==> src/sv/wma_pkg.sv <==
package wma_pkg;

    // Fixed field widths of the sample and result transactions
    localparam int SAMPLE_W = 32;
    localparam int AVG_W    = 32;
    localparam int HELD_W   = 7;

    // Quotient bits produced by the divider, one per step
    localparam int DIV_STEPS = AVG_W;

endpackage

==> src/sv/wma_front.sv <==
module wma_front #(
    parameter int WINDOW = 64,
    parameter int CW     = 7,
    parameter int AW     = 6,
    parameter int IW     = 46
) (
    input  logic                            clk,
    input  logic                            rst_n,
    input  logic                            in_valid,
    output logic                            in_stall,
    input  logic [wma_pkg::SAMPLE_W-1:0]    sample,
    input  logic                            q_full,
    output logic                            q_push,
    output logic [IW-1:0]                   q_data
);
    import wma_pkg::*;

    logic [CW-1:0] fill_reg;
    logic [CW-1:0] fill_next;
    logic [AW-1:0] wp_reg;
    logic [AW-1:0] wp_next;
    logic          full_ring;
    logic [AW-1:0] slot;
    logic [CW-1:0] held;

    // Accept whenever the queue has room
    assign in_stall = q_full;
    assign q_push   = in_valid && !q_full;

    // Classify: append while filling, overwrite the oldest once full
    always_comb
    begin
        full_ring = (fill_reg == CW'(WINDOW));
        fill_next = fill_reg;
        wp_next   = wp_reg;
        if (full_ring)
        begin
            slot = wp_reg;
            held = fill_reg;
            if (wp_reg == AW'(WINDOW - 1))
            begin
                wp_next = '0;
            end
            else
            begin
                wp_next = wp_reg + AW'(1);
            end
        end
        else
        begin
            slot      = fill_reg[AW-1:0];
            held      = fill_reg + CW'(1);
            fill_next = held;
        end
    end

    // Queue entry: sample, replace flag, ring slot, count after this sample
    assign q_data = {sample, full_ring, slot, held};

    // Fill level and overwrite pointer
    always_ff @(posedge clk or negedge rst_n)
    begin
        if (!rst_n)
        begin
            fill_reg <= '0;
            wp_reg   <= '0;
        end
        else if (q_push)
        begin
            fill_reg <= fill_next;
            wp_reg   <= wp_next;
        end
    end

endmodule

==> src/sv/wma_fifo.sv <==
module wma_fifo #(
    parameter int WIDTH = 46
) (
    input  logic             clk,
    input  logic             rst_n,
    input  logic             push,
    input  logic [WIDTH-1:0] push_data,
    input  logic             pop,
    output logic [WIDTH-1:0] pop_data,
    output logic             full,
    output logic             empty
);
    import wma_pkg::*;

    logic [WIDTH-1:0] entry_reg [0:1];
    logic             wr_ptr_reg;
    logic             rd_ptr_reg;
    logic [1:0]       cnt_reg;
    logic             do_push;
    logic             do_pop;

    assign full     = (cnt_reg == 2'd2);
    assign empty    = (cnt_reg == 2'd0);
    assign do_push  = push && !full;
    assign do_pop   = pop && !empty;
    assign pop_data = entry_reg[rd_ptr_reg];

    // Entry storage
    always_ff @(posedge clk)
    begin
        if (do_push)
        begin
            entry_reg[wr_ptr_reg] <= push_data;
        end
    end

    // Pointers and occupancy
    always_ff @(posedge clk or negedge rst_n)
    begin
        if (!rst_n)
        begin
            wr_ptr_reg <= 1'b0;
            rd_ptr_reg <= 1'b0;
            cnt_reg    <= 2'd0;
        end
        else
        begin
            if (do_push)
            begin
                wr_ptr_reg <= ~wr_ptr_reg;
            end
            if (do_pop)
            begin
                rd_ptr_reg <= ~rd_ptr_reg;
            end
            if (do_push && !do_pop)
            begin
                cnt_reg <= cnt_reg + 2'd1;
            end
            else if (do_pop && !do_push)
            begin
                cnt_reg <= cnt_reg - 2'd1;
            end
        end
    end

endmodule

==> src/sv/wma_back.sv <==
module wma_back #(
    parameter int WINDOW = 64,
    parameter int CW     = 7,
    parameter int AW     = 6,
    parameter int IW     = 46
) (
    input  logic                            clk,
    input  logic                            rst_n,
    input  logic                            q_empty,
    input  logic [IW-1:0]                   q_data,
    output logic                            q_pop,
    output logic                            out_valid,
    input  logic                            out_stall,
    output logic [wma_pkg::AVG_W-1:0]       average,
    output logic [wma_pkg::HELD_W-1:0]      held_count
);
    import wma_pkg::*;

    localparam int SW  = SAMPLE_W + CW;
    localparam int STW = $clog2(DIV_STEPS);

    typedef enum logic [1:0] {
        S_IDLE,
        S_SUM,
        S_DIV,
        S_DONE
    } state_t;

    state_t                state_reg;
    logic [SAMPLE_W-1:0]   ring [0:WINDOW-1];
    logic [SAMPLE_W-1:0]   old_reg;
    logic [SAMPLE_W-1:0]   sample_reg;
    logic                  replace_reg;
    logic [CW-1:0]         count_reg;
    logic [SW-1:0]         sum_reg;
    logic [SW-1:0]         sum_next;
    logic [CW-1:0]         rem_reg;
    logic [CW-1:0]         rem_next;
    logic [AVG_W-1:0]      dq_reg;
    logic [STW-1:0]        step_reg;
    logic                  out_valid_reg;
    logic [AVG_W-1:0]      average_reg;
    logic [HELD_W-1:0]     held_reg;

    logic [SAMPLE_W-1:0]   head_sample;
    logic                  head_replace;
    logic [AW-1:0]         head_slot;
    logic [CW-1:0]         head_count;
    logic [CW:0]           trial;
    logic [CW:0]           diff;
    logic                  take;
    logic                  load_out;

    // Unpack the queue head
    assign head_count   = q_data[CW-1:0];
    assign head_slot    = q_data[CW +: AW];
    assign head_replace = q_data[CW + AW];
    assign head_sample  = q_data[IW-1 -: SAMPLE_W];

    assign q_pop = (state_reg == S_IDLE) && !q_empty;

    // Result register free: empty, or its transaction completes this edge
    assign load_out = (state_reg == S_DONE) && (!out_valid_reg || !out_stall);

    // Ring memory: old entry read out as the new one is written
    always_ff @(posedge clk)
    begin
        if (q_pop)
        begin
            old_reg          <= ring[head_slot];
            ring[head_slot]  <= head_sample;
        end
    end

    // Running sum update: add new sample, drop the overwritten one
    always_comb
    begin
        sum_next = sum_reg + SW'(sample_reg);
        if (replace_reg)
        begin
            sum_next = sum_next - SW'(old_reg);
        end
    end

    // One restoring divide step: next quotient bit
    always_comb
    begin
        trial = {rem_reg, dq_reg[AVG_W-1]};
        diff  = trial - {1'b0, count_reg};
        take  = (trial >= {1'b0, count_reg});
        if (take)
        begin
            rem_next = diff[CW-1:0];
        end
        else
        begin
            rem_next = trial[CW-1:0];
        end
    end

    // Sequencer: fetch, sum, divide, deliver
    always_ff @(posedge clk or negedge rst_n)
    begin
        if (!rst_n)
        begin
            state_reg     <= S_IDLE;
            sum_reg       <= '0;
            out_valid_reg <= 1'b0;
            step_reg      <= '0;
            sample_reg    <= '0;
            replace_reg   <= 1'b0;
            count_reg     <= '0;
            rem_reg       <= '0;
            dq_reg        <= '0;
            average_reg   <= '0;
            held_reg      <= '0;
        end
        else
        begin
            if (load_out)
            begin
                out_valid_reg <= 1'b1;
            end
            else if (out_valid_reg && !out_stall)
            begin
                out_valid_reg <= 1'b0;
            end
            case (state_reg)
                S_IDLE:
                begin
                    if (!q_empty)
                    begin
                        sample_reg  <= head_sample;
                        replace_reg <= head_replace;
                        count_reg   <= head_count;
                        state_reg   <= S_SUM;
                    end
                end
                S_SUM:
                begin
                    // sum < count * 2^32, so the upper part is below count
                    sum_reg   <= sum_next;
                    rem_reg   <= sum_next[SW-1:AVG_W];
                    dq_reg    <= sum_next[AVG_W-1:0];
                    step_reg  <= '0;
                    state_reg <= S_DIV;
                end
                S_DIV:
                begin
                    rem_reg  <= rem_next;
                    dq_reg   <= {dq_reg[AVG_W-2:0], take};
                    step_reg <= step_reg + STW'(1);
                    if (step_reg == STW'(DIV_STEPS - 1))
                    begin
                        state_reg <= S_DONE;
                    end
                end
                S_DONE:
                begin
                    if (load_out)
                    begin
                        average_reg <= dq_reg;
                        held_reg    <= HELD_W'(count_reg);
                        state_reg   <= S_IDLE;
                    end
                end
                default:
                begin
                    state_reg <= S_IDLE;
                end
            endcase
        end
    end

    assign out_valid  = out_valid_reg;
    assign average    = average_reg;
    assign held_count = held_reg;

endmodule

==> src/sv/windowed_moving_average.sv <==
// Moving average of the last WINDOW unsigned 32-bit duration samples.
// Input channel: sample with in_valid / in_stall; a transaction happens at a
// clock edge with in_valid high and in_stall low. Each sample gives exactly
// one result transaction on average / held_count with out_valid / out_stall:
// the truncated mean of the samples held (this one included) and how many
// samples are held, 1 up to WINDOW (reported modulo 128).
// The front end classifies a sample (append or overwrite oldest slot) and
// queues it in a two-entry queue; the back end updates the ring and running
// sum, then runs a 32-step restoring divider, one quotient bit per cycle.
// The back end works on one sample at a time, in order: fetch, sum, 32
// divide steps and the result load, and fetches the next only after that.
// in_stall rises when the queue holds two samples waiting for the back end.
// While out_stall holds a result, the next result waits finished in the back
// end and the queue keeps taking samples until full.
// Reset (rst_n low, asynchronous) empties the window, the queue and the
// output register; ring contents are not cleared and need no clearing pass.
module windowed_moving_average #(
    parameter int WINDOW = 64
) (
    input  logic                            clk,
    input  logic                            rst_n,
    input  logic                            in_valid,
    output logic                            in_stall,
    input  logic [wma_pkg::SAMPLE_W-1:0]    sample,
    output logic                            out_valid,
    input  logic                            out_stall,
    output logic [wma_pkg::AVG_W-1:0]       average,
    output logic [wma_pkg::HELD_W-1:0]      held_count
);
    import wma_pkg::*;

    localparam int CW = $clog2(WINDOW + 1);
    localparam int AW = (WINDOW > 1) ? $clog2(WINDOW) : 1;
    localparam int IW = SAMPLE_W + 1 + AW + CW;

    logic          q_push;
    logic          q_pop;
    logic          q_full;
    logic          q_empty;
    logic [IW-1:0] q_in;
    logic [IW-1:0] q_out;

    wma_front #(
        .WINDOW (WINDOW),
        .CW     (CW),
        .AW     (AW),
        .IW     (IW)
    ) u_front (
        .clk      (clk),
        .rst_n    (rst_n),
        .in_valid (in_valid),
        .in_stall (in_stall),
        .sample   (sample),
        .q_full   (q_full),
        .q_push   (q_push),
        .q_data   (q_in)
    );

    wma_fifo #(
        .WIDTH (IW)
    ) u_fifo (
        .clk       (clk),
        .rst_n     (rst_n),
        .push      (q_push),
        .push_data (q_in),
        .pop       (q_pop),
        .pop_data  (q_out),
        .full      (q_full),
        .empty     (q_empty)
    );

    wma_back #(
        .WINDOW (WINDOW),
        .CW     (CW),
        .AW     (AW),
        .IW     (IW)
    ) u_back (
        .clk        (clk),
        .rst_n      (rst_n),
        .q_empty    (q_empty),
        .q_data     (q_out),
        .q_pop      (q_pop),
        .out_valid  (out_valid),
        .out_stall  (out_stall),
        .average    (average),
        .held_count (held_count)
    );

endmodule

==> config.mk <==
export PLATFORM = sky130hd
export DESIGN_NAME = windowed_moving_average
export DESIGN_NICKNAME = d
export VERILOG_FILES = /design/src/sv/wma_pkg.sv /design/src/sv/wma_front.sv /design/src/sv/wma_fifo.sv /design/src/sv/wma_back.sv /design/src/sv/windowed_moving_average.sv
export SDC_FILE = /design/constraint.sdc
export NUM_CORES = 2
export LEC_CHECK = 0
export BUFFER_PORTS_ARGS = -buffer_cell sky130_fd_sc_hd__buf_2
export CAP_MARGIN = 20
export CORE_MARGIN = 2
export CORE_UTILIZATION = 40
export CTS_CLUSTER_SIZE = 10
export DETAILED_ROUTE_END_ITERATION = 10
export SETUP_SLACK_MARGIN = 0.02
export SLEW_MARGIN = 30
export SYNTH_ARGS = -nofsm -noshare
export SYNTH_HDL_FRONTEND = slang
export SYNTH_SLANG_ARGS = --single-unit
==> constraint.sdc <==
create_clock -name clk -period 5.1 [get_ports clk]
set_input_delay 0 -clock clk [delete_from_list [all_inputs] [get_ports clk]]
set_output_delay 0 -clock clk [all_outputs]
set_load 0.005 [all_outputs]
[After elaboration in Yosys (flattened, before gate mapping)]
Memories as Yosys holds them, arrays and structs flattened. A register that Yosys moved wholly into a read port is not among the register bits.
Index checks and enable logic that the tools add are counted.
Cells by class
  reductions and logical operators: 24
  equality and inequality tests: 10
  mux-type cells: 20
  add/subtract/negate cells: 8
  shift operators: 0
  bitwise logic cells: 3
  div/mod/pow operators: 0
  order comparisons: 1
  $mul: 0
Operators by type and width (number)
  case mux 32 bit (2 select lines): 1
  adder 39 x 32 -> 39 bit: 1
  two-way mux 39 bit: 1
  subtractor 39 x 32 -> 39 bit: 1
  two-way mux 7 bit: 2
  case mux 7 bit (2 select lines): 1
  two-way mux 6 bit: 2
  two-way mux 2 bit: 5
  case mux 5 bit (2 select lines): 1
  greater-or-equal comparator 8 x 7 -> 1 bit: 1
  logical AND 1 bit: 8
  case mux 2 bit (4 select lines): 1
  adder 7 x 1 -> 7 bit (second input constant): 1
  equality test 7 bit (second input constant): 1
  subtractor 7 bit: 1
  adder 6 x 1 -> 6 bit (second input constant): 1
  equality test 2 bit (second input constant): 3
  equality test 6 bit (second input constant): 1
  zero test 1 bit: 6
  two-way mux 1 bit: 6
  AND reduction 2 bit: 3
  nonzero test 2 bit: 3
  adder 5 x 1 -> 5 bit (second input constant): 1
  equality test 5 bit (second input constant): 1
  other kinds (9): 13
Storage, ports and cells
  bits of input ports: 36
  output and inout port bits: 41
  ROM bits: 0
  logic and storage cells: 84
  latch bits: 0
  RAM bits: 2140
  memories: 2
  flip-flop bits (word level): 182
Memories
  u_back.ring: words 64, width 32, read ports 1, clocked after Yosys merged registers in 1, write ports 1, RTL line wma_back.sv:30  | logic [SAMPLE_W-1:0] ring [0:WINDOW-1];
  u_fifo.entry_reg: words 2, width 46, read ports 1, clocked after Yosys merged registers in 0, write ports 1, RTL line wma_fifo.sv:15  | logic [WIDTH-1:0] entry_reg [0:1];

[Depth between registers and ports, before layout]
  depth after elaboration: 8
  depth in mapped cells: 23
  gate-level depth less buffers: 23

[Modules after synthesis]
From an unflattened synthesis, not the netlist that was laid out.
Second synthesis, totals
  cell total of the unflattened synthesis: 5305
  area, all modules: 90235.3 sq um
Modules (own cells, without submodules)
  wma_back: area each 85452.0 sq um, times used 1, cells each 5021, seq. area each 66588.9 sq um
  wma_fifo: area each 3639.7 sq um, times used 1, cells each 162, seq. area each 2862.7 sq um
  wma_front: area each 1143.6 sq um, times used 1, cells each 122, seq. area each 325.3 sq um

[Worst setup path before layout]
Ideal clock, no wire load.
  path type: register -> register
  from: register u_back.sum_reg[12]
  to: register u_back.rem_reg[2]
  period minus slack after synthesis: 4473 ps
  arrival time: 4332 ps
  path buffers: 2
  required time: 4959 ps
  setup slack: 627 ps
  cell stages (with the launch flop): 24
  library setup time: 141 ps
  cell sequence: dfrtp_1 > ha_1 > buf_6 > a21oi_4 > o21ai_2 > a2111oi_4 > o21ai_2 > or2_2 > a31oi_1 > xor2_1 > inv_1 > ha_1 > clkbuf_1 > a21oi_1 > o21ai_0 > a41o_1 > a31oi_1 > o21a_1 > nor3_1 > o31ai_1 > nand4_1 > xnor2_2 > xnor2_1 > a31oi_1
On the way
  cells in the longest elaborated chain, start to end: 4
Ends and longest elaborated chain
  from (decl): RTL line wma_back.sv:35  | logic [SW-1:0] sum_reg;
  from (signal assigned): RTL line wma_back.sv:142  | sum_reg <= sum_next;
  adder 39 x 32 -> 39 bit *: RTL line wma_back.sv:78  | sum_next = sum_reg + SW'(sample_reg);
  subtractor 39 x 32 -> 39 bit: RTL line wma_back.sv:81  | sum_next = sum_next - SW'(old_reg);
  two-way mux 39 bit *: RTL line wma_back.sv:79  | if (replace_reg)
  case mux 7 bit (2 select lines) *: RTL line wma_back.sv:128  | case (state_reg)
  to (signal assigned): RTL line wma_back.sv:143  | rem_reg <= sum_next[SW-1:AVG_W];
  to (signal assigned): RTL line wma_back.sv:150  | rem_reg <= rem_next;
  to (decl): RTL line wma_back.sv:37  | logic [CW-1:0] rem_reg;
Every way passes the cells marked *; elsewhere a longest branch is shown, timed or not.
A chain may end at the register's enable or synchronous reset.

[Worst setup path in the final report]
  from: register u_back.sum_reg[1]
  to: register u_back.dq_reg[20]
On the way
  cells in the longest elaborated chain, start to end: 4
Ends and longest elaborated chain
  adder 39 x 32 -> 39 bit *: RTL line wma_back.sv:78
  subtractor 39 x 32 -> 39 bit: RTL line wma_back.sv:81
  two-way mux 39 bit *: RTL line wma_back.sv:79
  case mux 32 bit (2 select lines) *: RTL line wma_back.sv:128
  to (signal assigned): RTL line wma_back.sv:144  | dq_reg <= sum_next[AVG_W-1:0];
  to (signal assigned): RTL line wma_back.sv:151  | dq_reg <= {dq_reg[AVG_W-2:0], take};
  to (decl): RTL line wma_back.sv:39  | logic [AVG_W-1:0] dq_reg;
Marked as above.

==> flow_summary.json <==
{
  "status": "finished, final reports clean",
  "worstMarginPinSlew_ns": 1.07,
  "die_width_um": 479,
  "drc_errors": 0,
  "die_area_um2": 230000,
  "setup_slack_ns": 0.351,
  "netlist_instances": 5393,
  "overflow": 0,
  "power.density_nw_per_um2": 695,
  "finalNetCount": 5976,
  "hold_path_class": "input port to flop",
  "clk_pin_slew_ns": 0.06,
  "insertion_delay_ns": 0.95,
  "post-route-period-util_pct": 93.1,
  "ys_seq_elements": 2354,
  "end_kind": "flop",
  "final_area_um2": 106000,
  "post-dp-hpwl_mm": 176,
  "synth_cell_type_count": 89,
  "clock_sinks": 2354,
  "relSlewSlack_pct": 28.4,
  "synth_top_area_share_pct": 72.2,
  "fillers": 18900,
  "grt_antenna_before_repair": 15,
  "synthesis.area_um2": 90300,
  "setup_viol": 0,
  "grt_pass1_vias": 53900,
  "worstPathMaxFanout": 5,
  "hold_viol": 0,
  "wl_mm": 294,
  "pre_cts_ws_ns": 0.208,
  "numCtsBuffers": 287,
  "largest_register_ffs": 2048,
  "async_reset_ff_share_pct": 7.73,
  "grt.total_usage_pct": 25.0,
  "crit_family": "compound AO/OA/AOI/OAI gates",
  "cts_tree": "yes",
  "vias": 55800,
  "yosysWarnings": 0,
  "vdd_drop_max_uv": 459,
  "vias_per_cell": 6.27,
  "power.leakage_nw": 34.2,
  "max_clock_freq_mhz": 211,
  "num_rows": 174,
  "rsz0062_at_grt": "false",
  "slowest_stage": "dfrtp_1",
  "die_y_um": 479,
  "path_cells": "ha_1 > a211oi_2 > o21a_1 > nor2_1 > a21oi_1 > o21ai_1 > xor2_1 > ha_1 > a21o_1 > a21o_1 > a21oi_1 > o21ai_1 > a21oi_1 > o21ai_0 > a21oi_1 > xnor2_1 > mux2i_1 > o21ai_0 > mux2_2",
  "grt_pass1_wl_mm": 410,
  "io_pins": 77,
  "synth-edff-count": 2172,
  "grt_max_degree": 78,
  "clock_path_buffers": 4,
  "gp_congestion": 0.901,
  "core_area_um2": 225000,
  "syn_to_final_growth_pct": 17.2,
  "slew_viol_final": 0,
  "multi_input_area_um2": 19600,
  "synth_top_area_cell": "edfxtp_1",
  "holdWs_ns": 0.190,
  "skew_ns": 0.0911,
  "seq_area_frac_synth_pct": 77.3,
  "cap_violations": 0,
  "period_needed_ns": 4.75,
  "tns_ns": 0,
  "avgSynthCellArea_um2": 16.7,
  "synth_area_leaders": "edfxtp_1 (72%), a22oi_1 (5.6%), dfrtp_1 (5.0%)",
  "max_stage_delay_ns": 0.40,
  "ff_latch_area_um2": 69800,
  "synth_fp_nets": 5514,
  "initial_core_util_pct": 40.2,
  "critical_path_class": "flop to flop",
  "cpMostUsedCell": "a21oi_1",
  "firstDrtPassIters": 9,
  "critical_path_required_ns": 5.87,
  "port_buffers": 76,
  "ant_nets": 0,
  "synth-main-ff-cell": "edfxtp_1",
  "drive_gt1_share_pct": 16.9,
  "cts_root_buf": "clkbuf_16",
  "cp.buffers_inverters": 0,
  "routedWlPerCell_um": 33.0,
  "cts_max_level": 5,
  "crit_path_start_kind": "flop",
  "cp.arrival_ns": 5.52,
  "place_area_um2": 97400,
  "first_iter_violations": 9024
}
kinds of logic after synthesis:
logic type / after synthesis / share of synthesized area (%)
DFF: 2354 / 77.3
AOI/OAI and AO/OA: 1668 / 13.8
and+or+nand+nor: 630 / 3.18
buffers and inverters: 417 / 1.88
muxes: 145 / 1.75
xor gates and xnor gates: 94 / 0.928
adders and majority gates: 85 / 1.20
where the power goes:
| part | switching, mW | internal [mW] | total [mW] |
|---|---|---|---|
| logic | 20.5 | 9.92 | 30.4 |
| clock network | 7.25 | 10.3 | 17.6 |
| registers | 0.758 | 24.9 | 25.6 |
synthesized netlist by cell type, types with 44 or more instances:
library cell	n
edfxtp_1	2172
a22oi_1	668
nand2_1	227
dfrtp_1	182
clkbuf_1	179
nor2_1	176
a221oi_1	162
a21oi_1	148
o21ai_0	129
a22o_1	123
a31oi_1	120
mux2_2	101
buf_2	96
ha_1	82
inv_1	75
a41oi_1	72
buf_1	61
xnor2_1	59
nand4_1	58
nand3_1	48
mux2i_1	44
layer usage:
metal	track usage, %	routed length, um
met5	0	46
met4	8.91	11400
met3	5.93	33900
met2	38.7	134000
met1	34.4	114000
cell usage in the layout (no fill, tap or decap), drive strengths merged, types with 142 or more instances in the layout:
cell type  netlist  layout
a221oi         162     162
a22oi          669     669
edfxtp        2172    2172
buf            158     441
o21ai          142     142
nand2          227     227
nor2           178     178
a21oi          152     152
dfrtp          182     182
clkbuf         180     333
metrics by stage:
step | total power, mW | cells | util [%]
5_1_grt | 76.4 | 8899 | 47.1
2_1_floorplan | 43.2 | 5393 | -
6_report | 73.6 | 8904 | 47.1
3_3_place_gp | 54.9 | 8484 | 43.3
4_1_cts | 72.9 | 8897 | 47.1
3_5_place_dp | 55.3 | 8486 | 43.3
worst register-to-register path, delay by kind of cell (launching register included):
family	cells	cell delay, ns
adder cells (fa/ha/maj)	2	0.65
AO/OA/AOI/OAI	12	2.53
flip-flops	1	0.40
multiplexers	2	0.67
AND/OR/NAND/NOR	1	0.06
XOR/XNOR	2	0.35
worst paths after layout:
path	startpoint	to	slack, ns	depth (start not counted)
setup / recovery	u_back.sum_reg[1]	u_back.dq_reg[20]	0.35	19
hold reg to reg	u_back.sample_reg[4]	u_back.sample_reg[4]	0.48	2
min in group asynchronous	rst_n	u_back.dq_reg[27]	0.24	4
hold / removal	in_valid	u_front.fill_reg[2]	0.19	5
setup reg to reg	u_back.sum_reg[1]	u_back.dq_reg[20]	0.35	19
max in group asynchronous	rst_n	u_fifo.rd_ptr_reg	4.06	4
final cells by class:
type / count / share of cell area, %
inverters: 79 / 0.280
repair buffers: 511 / 4.51
well taps: 2992 / 3.54
flip-flops and latches: 2354 / 65.9
clock buffers: 332 / 7.11
clock inverters: 9 / 0.100
diodes: 5 / 0.0118
multi-input cells: 2622 / 18.5
what timing repair did:
item                                    in CTS  in global routing
buffers inserted                             0                  1
endpoints found under the hold margin      339                  0
endpoints found under the setup margin       0                 21
hold buffers                                70                  0
gates resized for setup                      0                 19
Power figures use the tool's default switching activity.
